File: src/rtl/lsqd_pkg.sv
package lsqd_pkg;

    localparam int LSQD_DEPTH = 16;

    // queue_limit value after reset
    localparam logic [4:0] LSQD_LIMIT_RESET = 5'd16;

    // command codes
    localparam logic [2:0] CMD_RESERVE = 3'd0;
    localparam logic [2:0] CMD_INSERT  = 3'd1;
    localparam logic [2:0] CMD_MARK_S  = 3'd2;
    localparam logic [2:0] CMD_MARK_C  = 3'd3;
    localparam logic [2:0] CMD_QUERY   = 3'd4;

    // status codes
    localparam logic [1:0] STAT_DONE     = 2'd0;
    localparam logic [1:0] STAT_FULL     = 2'd1;
    localparam logic [1:0] STAT_NOTFOUND = 2'd2;
    localparam logic [1:0] STAT_NOSPACE  = 2'd3;

    typedef struct packed {
        logic [2:0]  command;
        logic [4:0]  count;
        logic [63:0] addr;
        logic [15:0] context_id;
        logic [15:0] node_id;
        logic        is_store;
    } t_lsqd_in;

    typedef struct packed {
        logic       ok;
        logic       may_issue;
        logic [1:0] status;
    } t_lsqd_out;

    // one stored queue entry
    typedef struct packed {
        logic [63:0] addr;
        logic [15:0] context_id;
        logic [15:0] node_id;
        logic        is_store;
    } t_entry;

    // comparator flags
    typedef struct packed {
        logic key_eq;
        logic key_gt;
        logic addr_eq;
    } t_cmp;

    typedef enum logic [2:0] {
        ST_IDLE,
        ST_DISPATCH,
        ST_COUNT,
        ST_FIND,
        ST_QUERY,
        ST_RESP
    } t_state;

endpackage

File: src/rtl/lsqd_cmp.sv
module lsqd_cmp (
    input  lsqd_pkg::t_entry i_entry,
    input  logic [15:0]      i_context_id,
    input  logic [15:0]      i_node_id,
    input  logic [63:0]      i_addr,
    output lsqd_pkg::t_cmp   o_cmp
);
    import lsqd_pkg::*;

    logic ctx_eq;

    assign ctx_eq         = (i_entry.context_id == i_context_id);
    assign o_cmp.key_eq   = ctx_eq && (i_entry.node_id == i_node_id);
    // context is the major key, node the minor one
    assign o_cmp.key_gt   = ctx_eq ? (i_entry.node_id > i_node_id)
                                   : (i_entry.context_id > i_context_id);
    assign o_cmp.addr_eq  = (i_entry.addr == i_addr);

endmodule

File: src/rtl/load_store_queue_disambiguation.sv
// Program-ordered load/store queue with memory disambiguation. Each input beat
// carries one command (reserve, insert, mark started, mark completed, query) and
// yields exactly one result beat (ok, may_issue, status). The block handles one
// command at a time: o_in_ready is high only while it is idle, and a finished
// result sits in an output register, so the next command is taken while that
// result still waits. Insert, unknown commands and a reserve that fits pass from
// the dispatch state straight to the result state. Mark locates the entry by
// walking from the head; a query first locates the entry and then walks the older
// entries. A reserve that must retire walks the completed run at the head, one
// entry a cycle. The find and query walks are paced by the entry memory's single
// registered read port, which feeds one shared key/address comparator one entry
// per cycle. queue_limit may only be written while no command is in flight;
// values above DEPTH act as DEPTH.
module load_store_queue_disambiguation #(
    parameter int DEPTH = lsqd_pkg::LSQD_DEPTH
) (
    input  logic                i_clk,
    input  logic                i_rst_n,
    input  logic                i_cfg_we,
    input  logic [4:0]          i_cfg_data,
    input  logic                i_in_valid,
    output logic                o_in_ready,
    input  lsqd_pkg::t_lsqd_in  i_in_data,
    output logic                o_out_valid,
    input  logic                i_out_ready,
    output lsqd_pkg::t_lsqd_out o_out_data
);
    import lsqd_pkg::*;

    localparam int IDX_W = $clog2(DEPTH);
    localparam int OCC_W = $clog2(DEPTH + 1);
    // compare width, wide enough for occupancy + count
    localparam int CW    = ((OCC_W > 5) ? OCC_W : 5) + 1;

    // slot of position pos from the head; pos <= DEPTH so one wrap suffices
    function automatic logic [IDX_W-1:0] slot_of(input logic [IDX_W-1:0] head,
                                                 input logic [OCC_W-1:0] pos);
        logic [OCC_W:0] sum;
        sum = (OCC_W+1)'(head) + (OCC_W+1)'(pos);
        if (sum >= (OCC_W+1)'(DEPTH)) begin
            sum = sum - (OCC_W+1)'(DEPTH);
        end
        return sum[IDX_W-1:0];
    endfunction

    // sequencer and queue state
    t_state            r_state, n_state;
    logic [4:0]        r_limit;
    logic [IDX_W-1:0]  r_head, n_head;
    logic [OCC_W-1:0]  r_occ, n_occ;
    logic [DEPTH-1:0]  r_started, n_started;
    logic [DEPTH-1:0]  r_completed, n_completed;

    // latched command
    t_lsqd_in          r_in;

    // walk pointers: read issue side and check side (a registered copy of the read side)
    logic [OCC_W-1:0]  r_rd_pos, n_rd_pos;
    logic              r_chk_v, n_chk_v;
    logic [OCC_W-1:0]  r_chk_pos, n_chk_pos;
    logic [IDX_W-1:0]  r_chk_slot, n_chk_slot;

    // the located entry
    logic [OCC_W-1:0]  r_me_pos, n_me_pos;
    logic [63:0]       r_my_addr, n_my_addr;
    logic              r_my_store, n_my_store;

    // pending result and output register
    t_lsqd_out         r_res, n_res;
    logic              r_out_valid, n_out_valid;
    t_lsqd_out         r_out, n_out;

    // entry memory, one write and one registered read port
    t_entry            r_mem [DEPTH];
    t_entry            r_rd_data;
    logic              mem_we;
    logic [IDX_W-1:0]  mem_waddr;
    t_entry            mem_wdata;

    logic [IDX_W-1:0]  rd_slot;
    logic              rd_issue;
    logic [CW-1:0]     eff_lim;
    logic              fits, full;
    logic              cnt_stop, cnt_enough, cnt_retire;
    logic              walk_dry, find_hit;
    logic              qry_pass, qry_haz, qry_done;
    logic              out_free;
    t_cmp              cmp;

    // shared comparator: walked entry against the command's key and the
    // located entry's address
    lsqd_cmp u_cmp (
        .i_entry      (r_rd_data),
        .i_context_id (r_in.context_id),
        .i_node_id    (r_in.node_id),
        .i_addr       (r_my_addr),
        .o_cmp        (cmp)
    );

    assign o_in_ready  = (r_state == ST_IDLE);
    assign o_out_valid = r_out_valid;
    assign o_out_data  = r_out;

    assign eff_lim  = (r_limit > 5'(DEPTH > 31 ? 31 : DEPTH)) && (DEPTH < 32)
                      ? CW'(DEPTH) : CW'(r_limit);
    assign fits     = (CW'(r_occ) + CW'(r_in.count)) <= eff_lim;
    assign full     = CW'(r_occ) >= eff_lim;

    assign rd_slot  = slot_of(r_head, r_rd_pos);
    assign rd_issue = (r_rd_pos != r_occ);

    // reserve: run of completed entries at the head
    assign cnt_stop   = !rd_issue || !r_completed[rd_slot];
    assign cnt_enough = (CW'(r_rd_pos) + CW'(1)) > CW'(r_in.count);
    assign cnt_retire = cnt_stop ? (CW'(r_rd_pos) > CW'(r_in.count)) : cnt_enough;

    // nothing left to read and nothing to check
    assign walk_dry = !r_chk_v && !rd_issue;
    assign find_hit = r_chk_v && cmp.key_eq;

    // query: stop at the entry itself or at a younger key; otherwise look
    // for an ordering hazard
    assign qry_pass = r_chk_v && ((r_chk_pos == r_me_pos) || cmp.key_gt);
    assign qry_haz  = r_chk_v && !qry_pass && (r_my_store || r_rd_data.is_store)
                      && (!r_started[r_chk_slot]
                          || (!r_completed[r_chk_slot] && cmp.addr_eq));
    assign qry_done = qry_pass || qry_haz || walk_dry;

    assign out_free = !r_out_valid || i_out_ready;

    // next state
    always_comb begin
        n_state = r_state;
        unique case (r_state)
            ST_IDLE: begin
                if (i_in_valid) begin
                    n_state = ST_DISPATCH;
                end
            end
            ST_DISPATCH: begin
                unique case (r_in.command) inside
                    CMD_RESERVE: n_state = fits ? ST_RESP : ST_COUNT;
                    CMD_INSERT:  n_state = ST_RESP;
                    CMD_MARK_S, CMD_MARK_C, CMD_QUERY: n_state = ST_FIND;
                    default:     n_state = ST_RESP;
                endcase
            end
            ST_COUNT: begin
                if (cnt_stop || cnt_enough) begin
                    n_state = ST_RESP;
                end
            end
            ST_FIND: begin
                if (find_hit) begin
                    n_state = (r_in.command == CMD_QUERY) ? ST_QUERY : ST_RESP;
                end else if (walk_dry) begin
                    n_state = ST_RESP;
                end
            end
            ST_QUERY: begin
                if (qry_done) begin
                    n_state = ST_RESP;
                end
            end
            ST_RESP: begin
                if (out_free) begin
                    n_state = ST_IDLE;
                end
            end
            default: n_state = ST_IDLE;
        endcase
    end

    // datapath and outputs
    always_comb begin
        n_head      = r_head;
        n_occ       = r_occ;
        n_started   = r_started;
        n_completed = r_completed;
        n_rd_pos    = r_rd_pos;
        n_chk_v     = 1'b0;
        n_chk_pos   = r_chk_pos;
        n_chk_slot  = r_chk_slot;
        n_me_pos    = r_me_pos;
        n_my_addr   = r_my_addr;
        n_my_store  = r_my_store;
        n_res       = r_res;
        n_out_valid = r_out_valid && !i_out_ready;
        n_out       = r_out;
        mem_we      = 1'b0;
        mem_waddr   = slot_of(r_head, r_occ);
        mem_wdata   = '{addr: r_in.addr, context_id: r_in.context_id,
                        node_id: r_in.node_id, is_store: r_in.is_store};

        unique case (r_state)
            ST_IDLE: ;
            ST_DISPATCH: begin
                n_rd_pos = '0;
                n_res    = '{ok: 1'b0, may_issue: 1'b0, status: STAT_DONE};
                unique case (r_in.command) inside
                    CMD_RESERVE: begin
                        if (fits) begin
                            n_res.ok = 1'b1;
                        end
                    end
                    CMD_INSERT: begin
                        if (full) begin
                            n_res.status = STAT_FULL;
                        end else begin
                            mem_we                 = 1'b1;
                            n_started[mem_waddr]   = 1'b0;
                            n_completed[mem_waddr] = 1'b0;
                            n_occ                  = r_occ + OCC_W'(1);
                            n_res.ok               = 1'b1;
                        end
                    end
                    CMD_MARK_S, CMD_MARK_C, CMD_QUERY: ;
                    default: ;
                endcase
            end
            ST_COUNT: begin
                if (cnt_stop || cnt_enough) begin
                    if (cnt_retire) begin
                        // retired slots get fresh bits on their next insert
                        n_head   = slot_of(r_head, OCC_W'(r_in.count));
                        n_occ    = r_occ - OCC_W'(r_in.count);
                        n_res.ok = 1'b1;
                    end else begin
                        n_res.status = STAT_NOSPACE;
                    end
                end else begin
                    n_rd_pos = r_rd_pos + OCC_W'(1);
                end
            end
            ST_FIND, ST_QUERY: begin
                n_rd_pos   = r_rd_pos + OCC_W'(rd_issue);
                n_chk_v    = rd_issue;
                n_chk_pos  = r_rd_pos;
                n_chk_slot = rd_slot;
                if (r_state == ST_FIND) begin
                    if (find_hit) begin
                        n_me_pos   = r_chk_pos;
                        n_my_addr  = r_rd_data.addr;
                        n_my_store = r_rd_data.is_store;
                        n_res.ok   = 1'b1;
                        if (r_in.command == CMD_MARK_S) begin
                            n_started[r_chk_slot] = 1'b1;
                        end else if (r_in.command == CMD_MARK_C) begin
                            n_completed[r_chk_slot] = 1'b1;
                        end
                        // restart the walk from the head for a query
                        n_rd_pos = '0;
                        n_chk_v  = 1'b0;
                    end else if (walk_dry) begin
                        n_res.status = STAT_NOTFOUND;
                    end
                end else if (qry_done) begin
                    n_res.may_issue = !qry_haz;
                end
            end
            ST_RESP: begin
                if (out_free) begin
                    n_out_valid = 1'b1;
                    n_out       = r_res;
                end
            end
            default: ;
        endcase
    end

    always_ff @(posedge i_clk) begin
        if (!i_rst_n) begin
            r_state     <= ST_IDLE;
            r_limit     <= LSQD_LIMIT_RESET;
            r_head      <= '0;
            r_occ       <= '0;
            r_started   <= '0;
            r_completed <= '0;
            r_chk_v     <= 1'b0;
            r_out_valid <= 1'b0;
        end else begin
            r_state     <= n_state;
            if (i_cfg_we) begin
                r_limit <= i_cfg_data;
            end
            r_head      <= n_head;
            r_occ       <= n_occ;
            r_started   <= n_started;
            r_completed <= n_completed;
            r_chk_v     <= n_chk_v;
            r_out_valid <= n_out_valid;
        end
    end

    always_ff @(posedge i_clk) begin
        if (r_state == ST_IDLE && i_in_valid) begin
            r_in <= i_in_data;
        end
        r_rd_pos   <= n_rd_pos;
        r_chk_pos  <= n_chk_pos;
        r_chk_slot <= n_chk_slot;
        r_me_pos   <= n_me_pos;
        r_my_addr  <= n_my_addr;
        r_my_store <= n_my_store;
        r_res      <= n_res;
        r_out      <= n_out;
    end

    always_ff @(posedge i_clk) begin
        if (mem_we) begin
            r_mem[mem_waddr] <= mem_wdata;
        end
        r_rd_data <= r_mem[rd_slot];
    end

endmodule

File: config.mk
export PLATFORM = sky130hd
export DESIGN_NAME = load_store_queue_disambiguation
export DESIGN_NICKNAME = d
export VERILOG_FILES = /design/src/rtl/lsqd_pkg.sv /design/src/rtl/lsqd_cmp.sv /design/src/rtl/load_store_queue_disambiguation.sv
export SDC_FILE = /design/constraint.sdc
export NUM_CORES = 2
export LEC_CHECK = 0
export BUFFER_PORTS_ARGS = -buffer_cell sky130_fd_sc_hd__buf_2
export CORE_MARGIN = 4
export CORE_UTILIZATION = 64
export CTS_CLUSTER_SIZE = 40
export DETAILED_ROUTE_END_ITERATION = 12
export PLACE_DENSITY = 0.83
export REMOVE_ABC_BUFFERS = 1
export SYNTH_ARGS = -nofsm -noshare
export SYNTH_HDL_FRONTEND = slang
export SYNTH_HIERARCHICAL = 1
export SYNTH_SLANG_ARGS = --single-unit
File: constraint.sdc
create_clock -name i_clk -period 14.2 [get_ports i_clk]
set_input_delay 0 -clock i_clk [delete_from_list [all_inputs] [get_ports i_clk]]
set_output_delay 0 -clock i_clk [all_outputs]
set_load 0.05 [all_outputs]
# == Word-level counts from Yosys, hierarchy flattened ==
# Memories as Yosys holds them, arrays and structs flattened. A register that Yosys moved wholly into a read port is not among the register bits.
# Index checks and enable logic that the tools add are counted.
# op_classes
add_sub_neg,12
order_cmp,15
n_eq_ne,33
muxes,75
n_bitwise,5
reduce_logical,48
# op_table
operator,count
$mux W16,11
$eq A64 B64 Y1,1
$pmux W16 S2,2
$mux W5,8
$ne A2 B2 Y1 const B,18
$and A16 B16 Y16,2
$eq A16 B16 Y1,2
$gt A16 B16 Y1,2
$or A16 B16 Y16,2
$mux W1,26
$mux W3,7
$add A4 B5 Y6,3
$ge A6 B5 Y1 const B,3
$pmux W3 S6,1
$not A16 Y16,1
$lt A4 B5 Y1 const B,3
$pmux W5 S3,1
$reduce_and A5 Y1,3
$bmux W1 S4,3
$eq A3 B2 Y1 const B,4
$logic_and A1 B1 Y1,12
$mux W4,3
$reduce_and A6 Y1,2
$sub A4 B1 Y4 const B,3
33 further kinds,65
# totals
regBits,248
mem_bits_rw,1552
inputBits,115
wordCells,215
mem_count,1
# mem_list
name,depth,width,read_ports,rd_ports_with_merged_regs,wr,line,rtl
r_mem,16,97,1,1,1,load_store_queue_disambiguation.sv:74,t_entry r_mem [DEPTH];

# == Longest topological paths before layout ==
# logic_depth
word_depth,13
depth_mapped,12

# == Cells and area by module ==
# Netlist, hierarchy kept.
# by_module_without_submodules
mod,n_inst,cells_per_inst,area_each_um2,seq_area_each_um2
load_store_queue_disambiguation,1,3370,70686.5,55483.2
lsqd_cmp,1,201,1512.7,0.0

# == Worst setup path before layout ==
# OpenSTA, ideal clock, no wires.
# synth_path
path_kind,register to register
from,"reg r_in, in the netlist mem_wdata[30]"
to,reg r_completed[3]
t_arrival_ns,7.959
path_slack_ns,6.136
stages_incl_launch_ff,13
n_path_buf,0
period_less_slack_ns,8.064
cell_sequence,edfxtp_1 -> inv_1 -> ha_1 -> nand3_1 -> nor4_2 -> nand4_1 -> inv_1 -> nand2_1 -> nor3_1 -> and3_1 -> nand4_1 -> or3_1 -> o21ai_0
# synth_lines
element,line,rtl
from (decl),load_store_queue_disambiguation.sv:55,t_lsqd_in r_in;
from (signal assigned),load_store_queue_disambiguation.sv:297,r_in <= i_in_data;
to (signal assigned),load_store_queue_disambiguation.sv:289,r_completed <= n_completed;
to (decl),load_store_queue_disambiguation.sv:52,"logic [DEPTH-1:0] r_completed, n_completed;"

# == Worst setup path after layout ==
# layout_path
from,reg r_rd_pos[0]
to,reg r_rd_data[94] (netlist name)
# layout_via
elab_chain_len,3
word_cells_on_any_way,4
cone_classes,2 x add/sub; 1 x order compare; 1 x mux
# layout_rtl
element,line,rtl
from (decl),load_store_queue_disambiguation.sv:58,"logic [OCC_W-1:0] r_rd_pos, n_rd_pos;"
from (signal assigned),load_store_queue_disambiguation.sv:299,r_rd_pos <= n_rd_pos;
$add A4 B5 Y6 (*),load_store_queue_disambiguation.sv:39,sum = (OCC_W+1)'(head) + (OCC_W+1)'(pos);
$ge A6 B5 Y1 or $sub A4 B1 Y4 (tied branches),"load_store_queue_disambiguation.sv:40, load_store_queue_disambiguation.sv:41",
$mux W4 (*),load_store_queue_disambiguation.sv:40,if (sum >= (OCC_W+1)'(DEPTH)) begin
via rd_slot[1],load_store_queue_disambiguation.sv:80,logic [IDX_W-1:0] rd_slot;
# The timed path passes the listed nets; every way through them passes the cells marked *.
# A chain may end at the register's enable or synchronous reset.

==> impl_metrics.toml <==
[run_status]
status = "completed"

[clock_network]
cts_made_buffers = 178
tritoncts = "yes"
hold_buffers = 228
cts_buffer_depth = 3
cts-root-buf = "clkbuf_16"
path_clk_slew_ns = 0.06
postCtsSetupBuffers = 0
htree_levels = 4
clk_latency_ns = 0.79
cts_sinks = 1897
post_cts_resized = 0

[worst_setup_path]
reg2reg_slack_ns = 9.23
rr_worst_depth = 8
end_kind = "flop"
rr_startpoint = "r_rd_pos[0]"
r2r_end = "r_rd_data[94]"
required_ns = 14.81
criticalPathCategory = "reg -> reg"
arrival_ns = 5.58
endpoint = "r_rd_data[94]"
startpoint_type = "flop"
cp_max_fo = 144
startpoint = "r_rd_pos[0]"

[synthesis]
async_flop_share_pct = 0
ys_seq_elements = 1897
synth_area_leaders = "edfxtp_1 73%, mux4_2 13%, dfxtp_1 4.1%"
avgSynthCellArea_um2 = 20.2
synth_seq_area_share_pct = 76.8
syn_area_um2 = 72200
yosysTopAreaCell = "edfxtp_1"
synth_cell_types = 68
ys.flop_type = "edfxtp_1"
syn_inst = 3571
synth_top_area_share_pct = 72.7
synth_edf_count = 1749
ys_warn_count = 6

[global_route]
grt_use_total_pct = 30.3
grt_pass1_vias = 39800
antenna_found_initial = 1
gr-total-overflow = 0
grt_max_degree = 145
grt_first_pass_wirelength_um = 261000

[floorplanning]
ios = 121
die-area_um2 = 118000
fp-row-count = 122
core_area_um2 = 111000
initial_utilization_pct = 64.9
die_w_um = 344
die_h_um = 344

[worst_hold_path]
worst_hold_path_type = "in -> reg"

[route]
via_per_inst = 6.80
wl_per_cell_um = 31.1
vias = 38200
drc_errors = 0
dr.pass1.iters = 6
ant_nets = 0
routed_wl_um = 175000
drt_iter0_drc = 4937

[sta]
fin_crit_sh_pct = 35.0
slew_viol_final = 0
fmax_mhz = 201
hold_viol = 0
period_needed_ns = 4.97
setup_violations = 0
hold-worst-slack_ns = 0.0490
rsz0062_at_grt = "false"
skew_ns = 0.0309
relSlewSlack_pct = 18.4
tightest_slew_ns = 1.22

[finish]
syn2layout_area_growth_pct = 14.6
nNetsFinal = 4172
design_area_um2 = 82700
multi_input_area_um2 = 16000
layout-drive-gt1-share_pct = 21.0
regArea_um2 = 55500
fillers = 5698

[placed_design]
portBuffers = 120
post_dp_cell_area_um2 = 74600
hpwl_um = 79700
gp_congestion = 0.819

[pwr]
p_per_area_nw_per_um2 = 193
ir_worst_vdd_mv = 0.179
p_leak_nw = 26.9

[run]
maxCapViolCount = 0
registers in the layout, indices dropped and copies added, names as in the netlist:
register	count
r_occ	5
r_rd_data	97
r_chk_pos	5
o_out_data	4
r_my_store	1
r_res	4
r_chk_v	1
r_head	4
r_mem	1552
r_me_pos	5
r_completed	16
r_started	16
r_limit	5
o_out_valid	1
mem_wdata	97
r_my_addr	64
r_in	8
r_rd_pos	5
r_state	3
r_chk_slot	4
power by group:
part	internal [W]	switching [W]	leakage, nW	total [W]
Combinational	0.00176	0.00224	7.04	0.00399
Sequential	0.00672	0.000460	17.0	0.00718
Clock	0.00267	0.00209	2.84	0.00476
Total	0.0111	0.00479	26.9	0.0159
critical path: stages (launching register included):
cell and delay, ns:
edfxtp_1 0.60, ha_4 0.27, fa_4 1.18, buf_12 0.70, buf_4 0.88, mux4_2 0.41
and2_0 0.16, a211oi_1 0.28, a31oi_1 0.08
how the worst min path moves through the flow:
stage	startpoint	to	slack, ns	cells after the start
after detailed placement	i_in_data[101]	r_in[101]	0.18	1
after floorplan	i_rst_n	r_limit[4]	0.1	1
after global routing	i_in_data[7]	mem_wdata[7]	0.01	2
final	i_in_data[7]	mem_wdata[7]	0.05	2
after CTS	i_in_data[7]	mem_wdata[7]	0.001	2
after global placement	i_in_data[40]	mem_wdata[40]	0.18	1
layer usage:
layer | GRT usage, % | up-vias | wire length, um
met5 | 0 | - | 0
met4 | 11.2 | 0 | 6830
met3 | 5.20 | 485 | 16500
met2 | 51.2 | 2591 | 89700
met1 | 40.5 | 19700 | 61900
li1 | - | 15400 | -
cells in the final DEF, fill, tap and decap left out, types with 15 or more instances in the layout:
master and instances:
o211ai_1 24, dlygate4sd3_1 228, buf_4 49, inv_1 53, clkbuf_8 15, mux4_2 401, clkbuf_1 45, nor2_4 17
xor2_1 73, a31oi_1 105, a211oi_1 100, a21oi_1 40, and2_1 50, edfxtp_1 1749, and2_0 47, nand2_1 241
ha_1 72, clkinv_2 29, nand4_1 16, clkbuf_16 180, dfxtp_1 148, buf_2 120, xnor2_1 18, clkinv_1 28
nor2_1 31, nand3_1 20, o21ai_1 22, nor4_1 18
cells by family (layout without fill, tap and decap cells):
| family | count (synthesis) | after routing | share of synthesized area (%) |
|---|---|---|---|
| compound gates | 362 | 362 | 3.40 |
| simple gates | 498 | 498 | 3.31 |
| buf+inv | 230 | 786 | 1.23 |
| flops | 1897 | 1897 | 76.8 |
| mux | 414 | 414 | 12.7 |
| xor+xnor | 92 | 92 | 1.13 |
| fa+ha+maj | 78 | 78 | 1.40 |
| other cells | 0 | 1 | 0 |
synthesized netlist by cell type (12+ instances only):
cell type and number:
a211oi_1 100, a21oi_1 40, a31oi_1 105, and2_0 47, and2_1 51, buf_1 54
clkbuf_1 114, dfxtp_1 148, edfxtp_1 1749, ha_1 73, inv_1 53, mux2i_1 12
mux4_2 401, nand2_1 241, nand3_1 20, nand4_1 16, nor2_1 48, nor4_1 18
o211ai_1 24, o21ai_0 13, o21ai_1 22, xnor2_1 18, xor2_1 73
final cells by class:
class | instances | share of cell area, %
clock inverters | 88 | 1.10
inverters | 55 | 0.259
flip-flops and latches | 1897 | 67.1
multi-input cells | 1444 | 19.3
well taps | 1488 | 2.25
diodes | 1 | 0.00303
clock buffers | 240 | 5.90
repair buffers | 403 | 4.07
stage by stage:
stage / TNS [ns] / total power (W) / instances / util [%] / setup WS [ns]
floorplan: -302.63 / 0.0115 / 3396 / - / -4.02
global placement: 0 / 0.0109 / 5059 / 67.1 / 9.41
detailed placement: 0 / 0.0111 / 5059 / 67.1 / 9.32
CTS: 0 / 0.0159 / 5615 / 74.3 / 9.24
global route: 0 / 0.0165 / 5616 / 74.3 / 8.87
finish: 0 / 0.0159 / 5616 / 74.3 / 9.23
Note: power is estimated with default switching activity, not from simulation.
